$ cat src/sv/irfd_pkg.sv
// shared types, codes and tables for the response frame decoder
`timescale 1ns / 1ps
`default_nettype none
package irfd_pkg;
	localparam int MaxFrameDef = 128;

	localparam logic [2:0] ST_OK       = 3'd0;
	localparam logic [2:0] ST_NONPRINT = 3'd1;
	localparam logic [2:0] ST_PREFIX   = 3'd2;
	localparam logic [2:0] ST_BADCMD   = 3'd3;
	localparam logic [2:0] ST_OVERFLOW = 3'd4;

	localparam logic [3:0] K_UNKNOWN = 4'd0;
	localparam logic [3:0] K_PWR = 4'd1;
	localparam logic [3:0] K_AMT = 4'd2;
	localparam logic [3:0] K_MVL = 4'd3;
	localparam logic [3:0] K_SLI = 4'd4;
	localparam logic [3:0] K_LMD = 4'd5;
	localparam logic [3:0] K_TFR = 4'd6;
	localparam logic [3:0] K_SWL = 4'd7;
	localparam logic [3:0] K_CTL = 4'd8;
	localparam logic [3:0] K_ADY = 4'd9;
	localparam logic [3:0] K_ADQ = 4'd10;
	localparam logic [3:0] K_ADV = 4'd11;
	localparam logic [3:0] K_FLD = 4'd12;

	// bass / treble capture: found marker, chars taken, two chars
	typedef struct packed {
		logic        found;
		logic [1:0]  cnt;
		logic [15:0] chars;
	} cap_t;

	// frame gather state handed to the decode stage
	typedef struct packed {
		logic        prefix_ok;
		logic        printable_ok;
		logic [23:0] cmd;
		logic [15:0] two;
		logic [7:0]  hex_acc;
		logic [1:0]  hex_flags;
		cap_t        bass;
		cap_t        treble;
	} frame_t;

	function automatic logic [4:0] hex_val(input logic [7:0] c);
		logic [4:0] r;
		r = 5'h10;
		if (c >= "0" && c <= "9") r = {1'b0, c[3:0]};
		else if ((c >= "A" && c <= "F") || (c >= "a" && c <= "f"))
			r = {1'b0, c[3:0] + 4'd9};
		return r;
	endfunction

	function automatic cap_t cap_step(input cap_t c, input logic [7:0] b,
			input logic [7:0] marker);
		cap_t r;
		r = c;
		if (!c.found) begin
			if (b == marker) r = '{found: 1'b1, cnt: 2'd0, chars: 16'd0};
		end else if (c.cnt < 2'd2) begin
			r.cnt = c.cnt + 2'd1;
			r.chars = {c.chars[7:0], b};
		end
		return r;
	endfunction

	function automatic logic in_input_tab(input logic [15:0] t);
		logic r;
		case (t)
			"00", "01", "02", "03", "04", "05", "10", "20", "22", "23", "24", "25",
			"26", "30", "40", "55", "56", "57": r = 1'b1;
			default: r = 1'b0;
		endcase
		return r;
	endfunction

	function automatic logic in_mode_tab(input logic [15:0] t);
		logic r;
		case (t)
			"00", "01", "02", "03", "05", "06", "08", "09", "0A", "0B", "0C", "0D",
			"0E", "0F", "13", "16", "40", "42", "43", "44", "45", "50", "51", "52",
			"80", "81", "82", "83", "84", "85", "86", "89", "8A", "8B", "8C", "90",
			"94", "95", "96", "A0", "A1", "A2", "A3", "A4": r = 1'b1;
			default: r = 1'b0;
		endcase
		return r;
	endfunction
endpackage
`default_nettype wire

$ cat src/sv/irfd_gather.sv
// per-byte frame gathering: fill count, prefix, printable, captures
`timescale 1ns / 1ps
`default_nettype none
module irfd_gather
	import irfd_pkg::*;
#(
	parameter int MAX_FRAME = MaxFrameDef,
	localparam int CW = $clog2(MAX_FRAME + 1)
) (
	input  wire logic          clk,
	input  wire logic          arst_n,
	input  wire logic          take,
	input  wire logic [7:0]    rx_byte,
	output logic               fire,
	output logic               overflow,
	output logic [CW-1:0]      fill,
	output frame_t             frame
);
	// empty frame: everything zero except the printable flag
	localparam frame_t FrameClr = frame_t'({2'b01, {($bits(frame_t) - 2){1'b0}}});

	logic [CW-1:0] fill_q;
	frame_t        fr_q, nx;
	logic          is_term, is_bang, clr;
	logic [4:0]    hd;
	logic [11:0]   acc;

	assign is_term  = rx_byte == 8'h0D || rx_byte == 8'h0A || rx_byte == 8'h1A;
	assign is_bang  = rx_byte == "!";
	assign fire     = is_term && fill_q != '0;
	assign overflow = !is_term && !is_bang && fill_q >= CW'(MAX_FRAME);
	assign clr      = is_term || is_bang || overflow;
	assign fill     = fill_q;
	assign frame    = fr_q;
	assign hd       = hex_val(rx_byte);
	assign acc      = {fr_q.hex_acc, 4'd0} + {8'd0, hd[3:0]};

	always_comb begin
		nx = fr_q;
		if (is_bang) begin
			nx = '0;
			nx.printable_ok = 1'b1;
			nx.prefix_ok = 1'b1;
		end else begin
			if (rx_byte < 8'h20 || rx_byte > 8'h7E) nx.printable_ok = 1'b0;
			if (fill_q == CW'(0)) nx.prefix_ok = 1'b0;
			else if (fill_q == CW'(1)) nx.prefix_ok = fr_q.prefix_ok && rx_byte == "1";
			else if (fill_q < CW'(5)) nx.cmd = {fr_q.cmd[15:0], rx_byte};
			else begin
				if (fill_q < CW'(7)) nx.two = {fr_q.two[7:0], rx_byte};
				if (!fr_q.hex_flags[1]) begin
					if (hd[4]) nx.hex_flags[1] = 1'b1;
					else begin
						nx.hex_acc = (acc > 12'd255) ? 8'd255 : acc[7:0];
						nx.hex_flags[0] = 1'b1;
					end
				end
				nx.bass = cap_step(fr_q.bass, rx_byte, "B");
				nx.treble = cap_step(fr_q.treble, rx_byte, "T");
			end
		end
	end

	always_ff @(posedge clk or negedge arst_n) begin
		if (!arst_n) begin
			fill_q <= '0;
			fr_q <= FrameClr;
		end else if (take) begin
			if (clr && !is_bang) begin
				fill_q <= '0;
				fr_q <= FrameClr;
			end else begin
				fill_q <= is_bang ? CW'(1) : fill_q + CW'(1);
				fr_q <= nx;
			end
		end
	end
endmodule
`default_nettype wire

$ cat src/sv/irfd_decode.sv
// frame-end check and value decode, purely combinational
`timescale 1ns / 1ps
`default_nettype none
module irfd_decode
	import irfd_pkg::*;
#(
	parameter int MAX_FRAME = MaxFrameDef,
	localparam int CW = $clog2(MAX_FRAME + 1)
) (
	input  wire logic [CW-1:0] fill,
	input  wire frame_t        frame,
	output logic [2:0]         status,
	output logic [3:0]         command_kind,
	output logic [23:0]        command_text,
	output logic [7:0]         value_length,
	output logic               primary_valid,
	output logic signed [8:0]  primary_value,
	output logic               secondary_valid,
	output logic signed [4:0]  secondary_value
);
	logic [3:0]  kind;
	logic        cmd_ok, two_ok, lv_ok, bt_ok, tt_ok;
	logic [CW-1:0] vl;
	logic [15:0] two;
	logic signed [5:0] lv;
	logic signed [4:0] bv, tv;
	logic [4:0]  hh, hl;

	function automatic logic cc_ok(input logic [7:0] c);
		return (c >= "A" && c <= "Z") || (c >= "0" && c <= "9");
	endfunction

	function automatic logic [5:0] level(input logic [15:0] t);
		// bit5 valid, bits 4:0 signed value
		logic [4:0] m;
		logic [5:0] r;
		r = 6'd0;
		m = hex_val(t[7:0]);
		if (t == "00") r = 6'b100000;
		else if ((t[15:8] == "+" || t[15:8] == "-") && !m[4] &&
				!(t[7:0] >= "a" && t[7:0] <= "f"))
			r = {1'b1, (t[15:8] == "-") ? 5'(-m) : m};
		return r;
	endfunction

	function automatic logic [5:0] tone(input cap_t c);
		logic [4:0] m;
		logic [5:0] r;
		r = 6'd0;
		m = (c.chars[7:0] == "A") ? 5'd10 :
			(c.chars[7:0] >= "0" && c.chars[7:0] <= "9") ? {1'b0, c.chars[3:0]} : 5'h1F;
		if (c.found && c.cnt == 2'd2) begin
			if (c.chars == "00") r = 6'b100000;
			else if ((c.chars[15:8] == "+" || c.chars[15:8] == "-") && m != 5'h1F && !m[0])
				r = {1'b1, (c.chars[15:8] == "-") ? 5'(-m) : m};
		end
		return r;
	endfunction

	assign two = frame.two;
	assign vl  = fill - CW'(5);
	assign two_ok = vl == CW'(2);
	assign cmd_ok = cc_ok(frame.cmd[23:16]) && cc_ok(frame.cmd[15:8]) && cc_ok(frame.cmd[7:0]);
	assign hh = hex_val(two[15:8]);
	assign hl = hex_val(two[7:0]);

	always_comb begin
		case (frame.cmd)
			"PWR": kind = K_PWR;
			"AMT": kind = K_AMT;
			"MVL": kind = K_MVL;
			"SLI": kind = K_SLI;
			"LMD": kind = K_LMD;
			"TFR": kind = K_TFR;
			"SWL": kind = K_SWL;
			"CTL": kind = K_CTL;
			"ADY": kind = K_ADY;
			"ADQ": kind = K_ADQ;
			"ADV": kind = K_ADV;
			"FLD": kind = K_FLD;
			default: kind = K_UNKNOWN;
		endcase
	end

	always_comb begin
		logic [5:0] l, b, t;
		l = level(two);
		b = tone(frame.bass);
		t = tone(frame.treble);
		lv = $signed(l[4:0]);
		lv_ok = l[5];
		bt_ok = b[5];
		bv = $signed(b[4:0]);
		tt_ok = t[5];
		tv = $signed(t[4:0]);
		status = ST_OK;
		command_kind = '0;
		command_text = '0;
		value_length = '0;
		primary_valid = 1'b0;
		primary_value = '0;
		secondary_valid = 1'b0;
		secondary_value = '0;
		if (!frame.printable_ok) status = ST_NONPRINT;
		else if (!frame.prefix_ok || fill < CW'(5)) status = ST_PREFIX;
		else if (!cmd_ok) status = ST_BADCMD;
		else begin
			command_kind = kind;
			command_text = frame.cmd;
			value_length = (32'(vl) > 32'd255) ? 8'd255 : 8'(vl);
			case (kind)
				K_PWR, K_AMT, K_ADY, K_ADQ:
					if (two_ok && (two == "00" || two == "01")) begin
						primary_valid = 1'b1;
						primary_value = {8'd0, two[0]};
					end
				K_MVL:
					if (frame.hex_flags[0]) begin
						primary_valid = 1'b1;
						primary_value = {1'b0, frame.hex_acc};
					end
				K_SLI, K_LMD:
					if (two_ok && ((kind == K_SLI) ? in_input_tab(two) : in_mode_tab(two))) begin
						primary_valid = 1'b1;
						primary_value = {1'b0, hh[3:0], hl[3:0]};
					end
				K_TFR: begin
					primary_valid = bt_ok;
					primary_value = bt_ok ? 9'(bv) : 9'sd0;
					secondary_valid = tt_ok;
					secondary_value = tt_ok ? tv : 5'sd0;
				end
				K_SWL, K_CTL:
					if (two_ok && lv_ok && lv <= 6'sd12 &&
							lv >= ((kind == K_SWL) ? -6'sd15 : -6'sd12)) begin
						primary_valid = 1'b1;
						primary_value = 9'(lv);
					end
				K_ADV:
					if (two_ok && two >= "00" && two <= "03") begin
						primary_valid = 1'b1;
						primary_value = {7'd0, two[1:0]};
					end
				default: ;
			endcase
		end
	end
endmodule
`default_nettype wire

$ cat src/sv/iscp_response_frame_decoder.sv
// top level of the response frame decoder
//
// usage:
// - input channel rx_valid / rx_ready / rx_byte: one received uart byte
//   per request; '!' restarts a frame, cr, lf or 0x1a end it
// - output channel out_valid / out_ready plus the result fields: one
//   request per non-empty frame end, or per overflow (status 4)
// - an accepted byte updates the gather register; a frame-ending byte
//   has its result registered and visible in the cycle after acceptance
// - throughput is one byte per cycle unless a result waits on a stalled
//   receiver; one gather register feeds decode and one result register
// - rx_ready stays high while the result register is empty or is being
//   drained this cycle; while a result waits on a stalled receiver every
//   byte is held back, whether it ends a frame or not
// - reset (arst_n low) empties the frame buffer and the result register
`timescale 1ns / 1ps
`default_nettype none
module iscp_response_frame_decoder
	import irfd_pkg::*;
#(
	parameter int MAX_FRAME = MaxFrameDef
) (
	input  wire logic              clk,
	input  wire logic              arst_n,
	input  wire logic              rx_valid,
	output logic                   rx_ready,
	input  wire logic [7:0]        rx_byte,
	output logic                   out_valid,
	input  wire logic              out_ready,
	output logic [2:0]             status,
	output logic [3:0]             command_kind,
	output logic [23:0]            command_text,
	output logic [7:0]             value_length,
	output logic                   primary_valid,
	output logic signed [8:0]      primary_value,
	output logic                   secondary_valid,
	output logic signed [4:0]      secondary_value
);
	localparam int CW = $clog2(MAX_FRAME + 1);

	logic          take, fire, ovf;
	logic [CW-1:0] fill;
	frame_t        frame;
	logic [2:0]    d_status;
	logic [3:0]    d_kind;
	logic [23:0]   d_text;
	logic [7:0]    d_len;
	logic          d_pv, d_sv;
	logic signed [8:0] d_p;
	logic signed [4:0] d_s;

	// result slot free now or freed this cycle
	assign rx_ready = !out_valid || out_ready;
	assign take = rx_valid && rx_ready;

	irfd_gather #(.MAX_FRAME(MAX_FRAME)) u_gather (
		.clk, .arst_n, .take, .rx_byte,
		.fire, .overflow(ovf), .fill, .frame
	);

	// decode looks at the gathered frame; valid when fire is set
	irfd_decode #(.MAX_FRAME(MAX_FRAME)) u_decode (
		.fill, .frame,
		.status(d_status), .command_kind(d_kind), .command_text(d_text),
		.value_length(d_len), .primary_valid(d_pv), .primary_value(d_p),
		.secondary_valid(d_sv), .secondary_value(d_s)
	);

	always_ff @(posedge clk or negedge arst_n) begin
		if (!arst_n) out_valid <= 1'b0;
		else if (take && (fire || ovf)) out_valid <= 1'b1;
		else if (out_ready) out_valid <= 1'b0;
	end

	// result payload register
	always_ff @(posedge clk) begin
		if (take && (fire || ovf)) begin
			if (ovf) begin
				status <= ST_OVERFLOW;
				command_kind <= '0;
				command_text <= '0;
				value_length <= '0;
				primary_valid <= 1'b0;
				primary_value <= '0;
				secondary_valid <= 1'b0;
				secondary_value <= '0;
			end else begin
				status <= d_status;
				command_kind <= d_kind;
				command_text <= d_text;
				value_length <= d_len;
				primary_valid <= d_pv;
				primary_value <= d_p;
				secondary_valid <= d_sv;
				secondary_value <= d_s;
			end
		end
	end
endmodule
`default_nettype wire

$ cat config.mk
export PLATFORM = sky130hd
export DESIGN_NAME = iscp_response_frame_decoder
export DESIGN_NICKNAME = d
export VERILOG_FILES = /design/src/sv/irfd_pkg.sv /design/src/sv/irfd_gather.sv /design/src/sv/irfd_decode.sv /design/src/sv/iscp_response_frame_decoder.sv
export SDC_FILE = /design/constraint.sdc
export NUM_CORES = 1
export LEC_CHECK = 0
export ABC_AREA = 1
export ABC_CLOCK_PERIOD_IN_PS = 4900
export BUFFER_PORTS_ARGS = -buffer_cell sky130_fd_sc_hd__buf_2
export CAP_MARGIN = 10
export CORE_MARGIN = 2
export CORE_UTILIZATION = 61
export CTS_CLUSTER_DIAMETER = 40
export CTS_CLUSTER_SIZE = 24
export DETAILED_ROUTE_END_ITERATION = 10
export PLACE_DENSITY = 0.83
export REMOVE_ABC_BUFFERS = 1
export SYNTH_ARGS = -nofsm -noshare
export SYNTH_HDL_FRONTEND = slang
export SYNTH_SLANG_ARGS = --single-unit
$ cat constraint.sdc
create_clock -name clk -period 4.9 [get_ports clk]
set_input_delay 0.245 -clock clk [delete_from_list [all_inputs] [get_ports clk]]
set_output_delay 0.245 -clock clk [all_outputs]
set_load 0.005 [all_outputs]
Word-level counts from Yosys, hierarchy flattened
Cells that the tools add are included.
{"block": "totals", "regBits": 154, "out_inout_bits": 57, "input_bits": 12}
{"block": "op_classes", "muxes": 77, "magnitude_cmp": 46, "add_sub_neg": 11, "bitwise_logic": 6, "n_eq_ne": 109, "reduce_logical": 93}
{"operator": "== test 16 x 14 -> 1 bit, second input constant", "n": 53}
{"operator": "== test 24 x 23 -> 1 bit, second input constant", "n": 12}
{"operator": "two-way mux 90 bit", "n": 2}
{"operator": "two-way mux 88 bit", "n": 2}
{"operator": "== test 16 x 15 -> 1 bit, second input constant", "n": 5}
{"operator": ">= comparator 8 x 7 -> 1 bit, second input constant", "n": 9}
{"operator": "less-or-equal comparator 8 x 7 -> 1 bit, second input constant", "n": 9}
{"operator": "two-way mux 18 bit", "n": 4}
{"operator": "== test 8 x 6 -> 1 bit, second input constant", "n": 8}
{"operator": ">= comparator 8 x 6 -> 1 bit, second input constant", "n": 8}
{"operator": "less-or-equal comparator 8 x 6 -> 1 bit, second input constant", "n": 8}
{"operator": "two-way mux 64 bit", "n": 1}
{"operator": "two-way mux 5 bit", "n": 11}
{"operator": "one-hot mux 9 bit (6 select lines)", "n": 1}
{"operator": "two-way mux 6 bit", "n": 8}
{"operator": "two-way mux 8 bit", "n": 6}
{"operator": "one-hot mux 4 bit (12 select lines)", "n": 1}
{"operator": "OR reduction 44 bit", "n": 1}
{"operator": "logical AND 1 bit", "n": 41}
{"operator": "two-way mux 19 bit", "n": 2}
{"operator": "== test 8 x 7 -> 1 bit, second input constant", "n": 4}
{"operator": "two-way mux 1 bit", "n": 26}
{"operator": "two-way mux 24 bit", "n": 1}
{"operator": "logical OR 1 bit", "n": 18}
{"operator": "52 further kinds", "n": 101}

Logic depth before layout (Yosys ltp)
{"block": "depth", "word_depth": 15, "depth_mapped": 24, "depth_no_buf": 24}

Modules after synthesis
From an unflattened synthesis, not the netlist that was laid out.
{"block": "unflattened", "hier_cells": 1495, "hier_area_um2": 10822.9}
{"mod": "irfd_gather", "area_per_inst_um2": 5109.9, "cells_each": 651, "instances": 1}
{"mod": "irfd_decode", "area_per_inst_um2": 3532.1, "cells_each": 665, "instances": 1}
{"mod": "iscp_response_frame_decoder", "area_per_inst_um2": 2180.8, "cells_each": 179, "instances": 1}

Worst setup path after synthesis
OpenSTA, ideal clock, no wires.
{"block": "synth_timing", "path_type": "input-to-reg", "startpoint": "input rx_byte[1]", "endpoint": "register command_kind[0] (enable)", "path_slack_ns": 0.903, "cell_stages": 8, "t_arrival_ns": 3.528, "path_buffers": 0, "cell_sequence": "inv_1 -> ha_1 -> inv_1 -> o31ai_1 -> nand3_1 -> o21ai_0 -> inv_1 -> nor2_1"}
{"block": "synth_via", "elab_chain_cells": 8, "word_cells_on_any_way": 13, "cone_classes": "eq/ne (4); reduce/logical (9)"}
{"item": "from (decl)", "line_no": "iscp_response_frame_decoder.sv:27", "text": "input wire logic [7:0] rx_byte,"}
{"item": "== test 8 x 4 -> 1 bit", "line_no": "irfd_gather.sv:28", "text": "assign is_term = rx_byte == 8'h0D || rx_byte == 8'h0A || rx_byte == 8'h1A;"}
{"item": "logical OR 1 bit (2 in series)", "line_no": "irfd_gather.sv:28"}
{"item": "logical NOT 1 bit", "line_no": "irfd_gather.sv:31", "text": "assign overflow = !is_term && !is_bang && fill_q >= CW'(MAX_FRAME);"}
{"item": "logical AND 1 bit (2 in series)", "line_no": "irfd_gather.sv:31"}
{"item": "logical OR 1 bit *", "line_no": "iscp_response_frame_decoder.sv:77", "text": "if (take && (fire || ovf)) begin"}
{"item": "logical AND 1 bit *", "line_no": "iscp_response_frame_decoder.sv:77"}
{"item": "to (signal assigned)", "line_no": "iscp_response_frame_decoder.sv:89", "text": "command_kind <= d_kind;"}
{"item": "to (decl)", "line_no": "iscp_response_frame_decoder.sv:31", "text": "output logic [3:0] command_kind,"}
Mark *: on every way between the ends. The rest lies on a longest branch, timed or not.
A chain may end at the register's enable or synchronous reset.

Worst setup path in the final report
{"block": "layout_timing", "startpoint": "register u_gather.fr_q, in the netlist u_gather.frame[48]", "endpoint": "register primary_value[4] (data pin)"}
{"block": "layout_via", "elab_chain_cells": 15, "word_cells_on_any_way": 99, "cone_classes": "add/sub (2); order compare (8); eq/ne (56); mux (19); reduce/logical (14)"}
{"item": "from (decl)", "line_no": "irfd_gather.sv:23", "text": "frame_t fr_q, nx;"}
{"item": "from (signal assigned)", "line_no": "irfd_gather.sv:67", "text": "fr_q <= FrameClr;"}
{"item": "from (signal assigned)", "line_no": "irfd_gather.sv:71", "text": "fr_q <= FrameClr;"}
{"item": "from (signal assigned)", "line_no": "irfd_gather.sv:74", "text": "fr_q <= nx;"}
{"item": "parallel branches: the longest is 14 deep, another holds >= comparator 8 x 7 -> 1 bit"}
{"item": "one-hot mux 9 bit (6 select lines) *", "line_no": "irfd_decode.sv:111", "text": "case (kind)"}
{"item": "to (signal assigned)", "line_no": "iscp_response_frame_decoder.sv:93", "text": "primary_value <= d_p;"}
{"item": "to (decl)", "line_no": "iscp_response_frame_decoder.sv:35", "text": "output logic signed [8:0] primary_value,"}
Mark *: on every way between the ends. The select of a mux whose other input is x is not followed.

==> results.txt <==
- The floorplan step defined a die boundary enclosing 16100 um^2.
- Routed WL: 23100 um
- Adder-cell share of the synthesized area: 3.52%
- In this run, the number of DRC markers left after iteration 0 of detailed routing was 830.
* Number of gates resized after CTS: 0
* Area of the mapped netlist: 9240 um^2
* Antenna cell count: 0
- Detailed placement ended at an HPWL of 16900 um.
- Number of global-route vias before repair: 7700
- CTS Buf Count: 17
* Global-route congestion overflow total: 0
- Compound-cell area share of the yosys netlist: 11.6%
* Core area: 14600 um^2
- Number of port buffers: 68
* Synth Flop Type: sky130_fd_sc_hd__dfrtp_1
- Detail-routed via count per cell: 5.84
- At the later pin of the worst-skew pair, clock insertion delay measures 0.44 ns.
- Max-Cap Viols: 0
- Buffer type at the clock tree root: sky130_fd_sc_hd__clkbuf_16
- Across all hold checks on the routed design, the worst slack comes to 0.0910 ns.
- Remaining max-slew budget at the tightest pin: 32.1%
- Total count of hold-check failures in the final report: 0
- Clock-pin slew was measured on the worst setup and hold paths at 0.06 ns.
- Of the total synthesized cell area, the portion taken by XOR and XNOR cells is 1.42%.
- The worst-case IR drop observed on VDD is 0.323 mV.
- Number of sinks handled by clock tree synthesis: 154
- Biggest fanout along the worst timing path: 6
- Subtracting the final worst setup slack from the clock period gives 3.53 ns.
- Standard-cell rows: 44
* Global placement routability congestion: 0.991
- After detailed routing, the average wire length per cell comes to 15.8 um.
- Tcrit/Tclk final: 72.0%
* Count of unresolved DRC violations after routing: 0
* Number of top-level design ports: 69
* Result of the run: completed
* Reg2Reg Capture Point: primary_value[4]
- Via Count: 8514
- The initial antenna violation count came to 0.
* Commonest cells after routing, fill and taps aside: sky130_fd_sc_hd__nand2_1 (213), sky130_fd_sc_hd__inv_1 (174), sky130_fd_sc_hd__nor2_1 (169)
- # H-tree levels: 4
- Die outline width: 127 um
* Leakage: 4.87 nW
* Seq/Total Area, Yosys: 44.7%
* Most common library cell in the layout ignoring fill and taps: sky130_fd_sc_hd__nand2_1
- Counting flops and latches in the post-synthesis netlist gives 154.
- Compared with the post-synthesis result, the final layout area differs by 11.8%.
- The post-route netlist has 14.2% of its cells at a drive strength greater than 1.
- Share of flip-flops with an asynchronous set or reset after synthesis: 64.3%
- Worst Setup Start Kind: register
* Type of the worst setup path: register to register
- After technology mapping, the gate count stands at 1187.
- Portion of netlist area occupied by mux cells: 0.108%
- The critical path ends at primary_value[4].
* Skew final: 0.0103 ns
- The most critical setup path has its startpoint at u_gather.frame[48].
- From bottom edge to top edge, the die measures 127 um.
* Final total negative setup slack: 0 ns
- The first global-routing pass estimated 37200 um of wire.
* Initial core utilization: 63.1%
- Power density over cell area: 529 nW/um^2
- First-pass iteration count of the detailed router: 6
- STA classifies the critical path endpoint as a register.
* Maximum number of pins on one net before global-route repair: 55
- Fill cell count: 1149
- After synthesis, the largest family of logic cells by area is simple AND/OR/NAND/NOR gates.
- Once detail routing completed, the nets flagged for antenna violations numbered 0.
* Max Clock Freq: 0.284 GHz
- TritonCTS built the clock tree.
- Setup violations remaining at the end of the flow were counted as 0.
- Register-to-register setup slack: 1.37 ns
- The startpoint identified for the worst register-to-register timing path is u_gather.frame[48].
- RSZ-0062 raised after global routing: false
- At the worst endpoint, the required time is 5.10 ns.
- Arrival @ worst endpoint: 3.72 ns
- The net count of the finished layout is 1299.
- Kind of path behind the tightest hold check: input port to register
- Across all setup checks in the final design, the least slack found is 1.37 ns.
* Logic depth of the worst register-to-register path: 23
* Number of max-slew violations in the final report: 0
- Origin of the worst min-delay path: rx_byte[6]
- Area fraction in and, or, nand and nor cells after synthesis: 29.7%
- Max clock buf depth: 2
* Number of library cell types mapped by synthesis: 57
- Post-synthesis average cell area: 7.78 um^2
- Overall power consumption after layout is estimated at 5.46 mW.
- Worst Tran Pin Value: 1.02 ns
* Worst slack at placement: 1.48 ns
* Total global routing track utilization: 29.3%
- Count of yosys warnings during synthesis: 0
- Number of enable-type register cells in the synthesized netlist: 55
-- synth_stat cells (19+ instances only) --
cell type | number | share of area (%)
sky130_fd_sc_hd__a21oi_1 | 28 | 1.5
sky130_fd_sc_hd__o21ai_0 | 63 | 3.4
sky130_fd_sc_hd__nor2_1 | 170 | 6.9
sky130_fd_sc_hd__inv_1 | 174 | 7.1
sky130_fd_sc_hd__ha_1 | 26 | 3.5
sky130_fd_sc_hd__edfxtp_1 | 55 | 18
sky130_fd_sc_hd__o22ai_1 | 46 | 3.1
sky130_fd_sc_hd__dfrtp_1 | 98 | 27
sky130_fd_sc_hd__nand4_1 | 27 | 1.8
sky130_fd_sc_hd__nand2_1 | 213 | 8.7
sky130_fd_sc_hd__nand3_1 | 91 | 4.9
sky130_fd_sc_hd__nor3_1 | 19 | 1.0
-- per-layer routing --
| metal | global-route usage (%) | up-vias | wire [um] |
|---|---|---|---|
| met5 | 0 | - | 0 |
| met4 | 12.4 | 0 | 676 |
| met3 | 5.40 | 62 | 1700 |
| met2 | 46.1 | 375 | 10600 |
| met1 | 40.2 | 3990 | 10000 |
| li1 | - | 4087 | - |
-- layout make-up --
type                    count  area (um^2)  share of cell area (%)
multi-input cells         822         4300                    41.6
flip-flops and latches    154         4130                    40.0
repair buffers             71          368                    3.56
inverters                 195          737                    7.14
well taps                 184          230                    2.23
clock inverters            15          139                    1.34
clock buffers              17          425                    4.12
-- registers in the layout, summed over array words and instances, names as in the netlist, 3 cells and up --
| name | count |
|---|---|
| u_gather.fill | 8 |
| value_length | 8 |
| command_kind | 4 |
| command_text | 24 |
| u_gather.frame | 90 |
| status | 3 |
| secondary_value | 5 |
| primary_value | 9 |
-- logic make-up after synthesis --
group,after synthesis
AOI/OAI and AO/OA,182
buffers and inverters,214
xor gates and xnor gates,15
and+or+nand+nor,594
other,1
DFF,154
adders and majority gates,26
muxes,1
-- how the worst min path moves through the flow --
| stage | end | slack, ns | cells after the start |
|---|---|---|---|
| finish | u_gather.frame[25] | 0.09 | 3 |
| global route | u_gather.frame[25] | 0.12 | 3 |
| CTS | u_gather.frame[25] | 0.09 | 3 |
| detailed placement | u_gather.frame[33] | 0.29 | 1 |
| global placement | u_gather.frame[33] | 0.29 | 1 |
| floorplan | out_valid | -0.05 | 0 |
-- timing repair --
item                                    in CTS  in global routing
buffers inserted                             0                  0
endpoints found under the setup margin       0                  0
hold endpoints to repair                    44                  0
hold buffers                                 1                  0
-- through the flow --
| stage | instances | cell area [um^2] | util (%) |
|---|---|---|---|
| finish | 1458 | 10300 | 70.5 |
| global route | 1458 | 10300 | 70.5 |
| CTS | 1458 | 10300 | 70.5 |
| detailed placement | 1425 | 9750 | 66.6 |
| global placement | 1425 | 9750 | 66.6 |
| floorplan | 1171 | 9160 | - |
-- power breakdown --
part	internal [mW]	switching, mW	total (mW)
registers	1.68	0.313	2.00
logic	0.677	1.51	2.19
clock network	0.708	0.568	1.28
total	3.07	2.39	5.46
-- critical path, stage by stage (launching register included) --
cell	delay [ns]
sky130_fd_sc_hd__dfrtp_1	0.46
sky130_fd_sc_hd__inv_1	0.16
sky130_fd_sc_hd__ha_1	0.23
sky130_fd_sc_hd__inv_1	0.14
sky130_fd_sc_hd__o21ai_0	0.10
sky130_fd_sc_hd__nand2_1	0.12
sky130_fd_sc_hd__nand2_4	0.07
sky130_fd_sc_hd__nand2_4	0.08
sky130_fd_sc_hd__nand2_1	0.05
sky130_fd_sc_hd__nand2_1	0.11
sky130_fd_sc_hd__nand2_2	0.10
sky130_fd_sc_hd__ha_1	0.22
sky130_fd_sc_hd__nor2_1	0.17
sky130_fd_sc_hd__inv_1	0.06
sky130_fd_sc_hd__nor2_1	0.18
sky130_fd_sc_hd__nor2_4	0.07
sky130_fd_sc_hd__ha_1	0.19
sky130_fd_sc_hd__nand3b_1	0.16
sky130_fd_sc_hd__nor2_1	0.14
sky130_fd_sc_hd__nand2_2	0.11
sky130_fd_sc_hd__nand4_2	0.14
sky130_fd_sc_hd__nand3_1	0.09
sky130_fd_sc_hd__nand2_1	0.08
sky130_fd_sc_hd__inv_1	0.04
No activity file was read; power rests on OpenSTA's default activity.
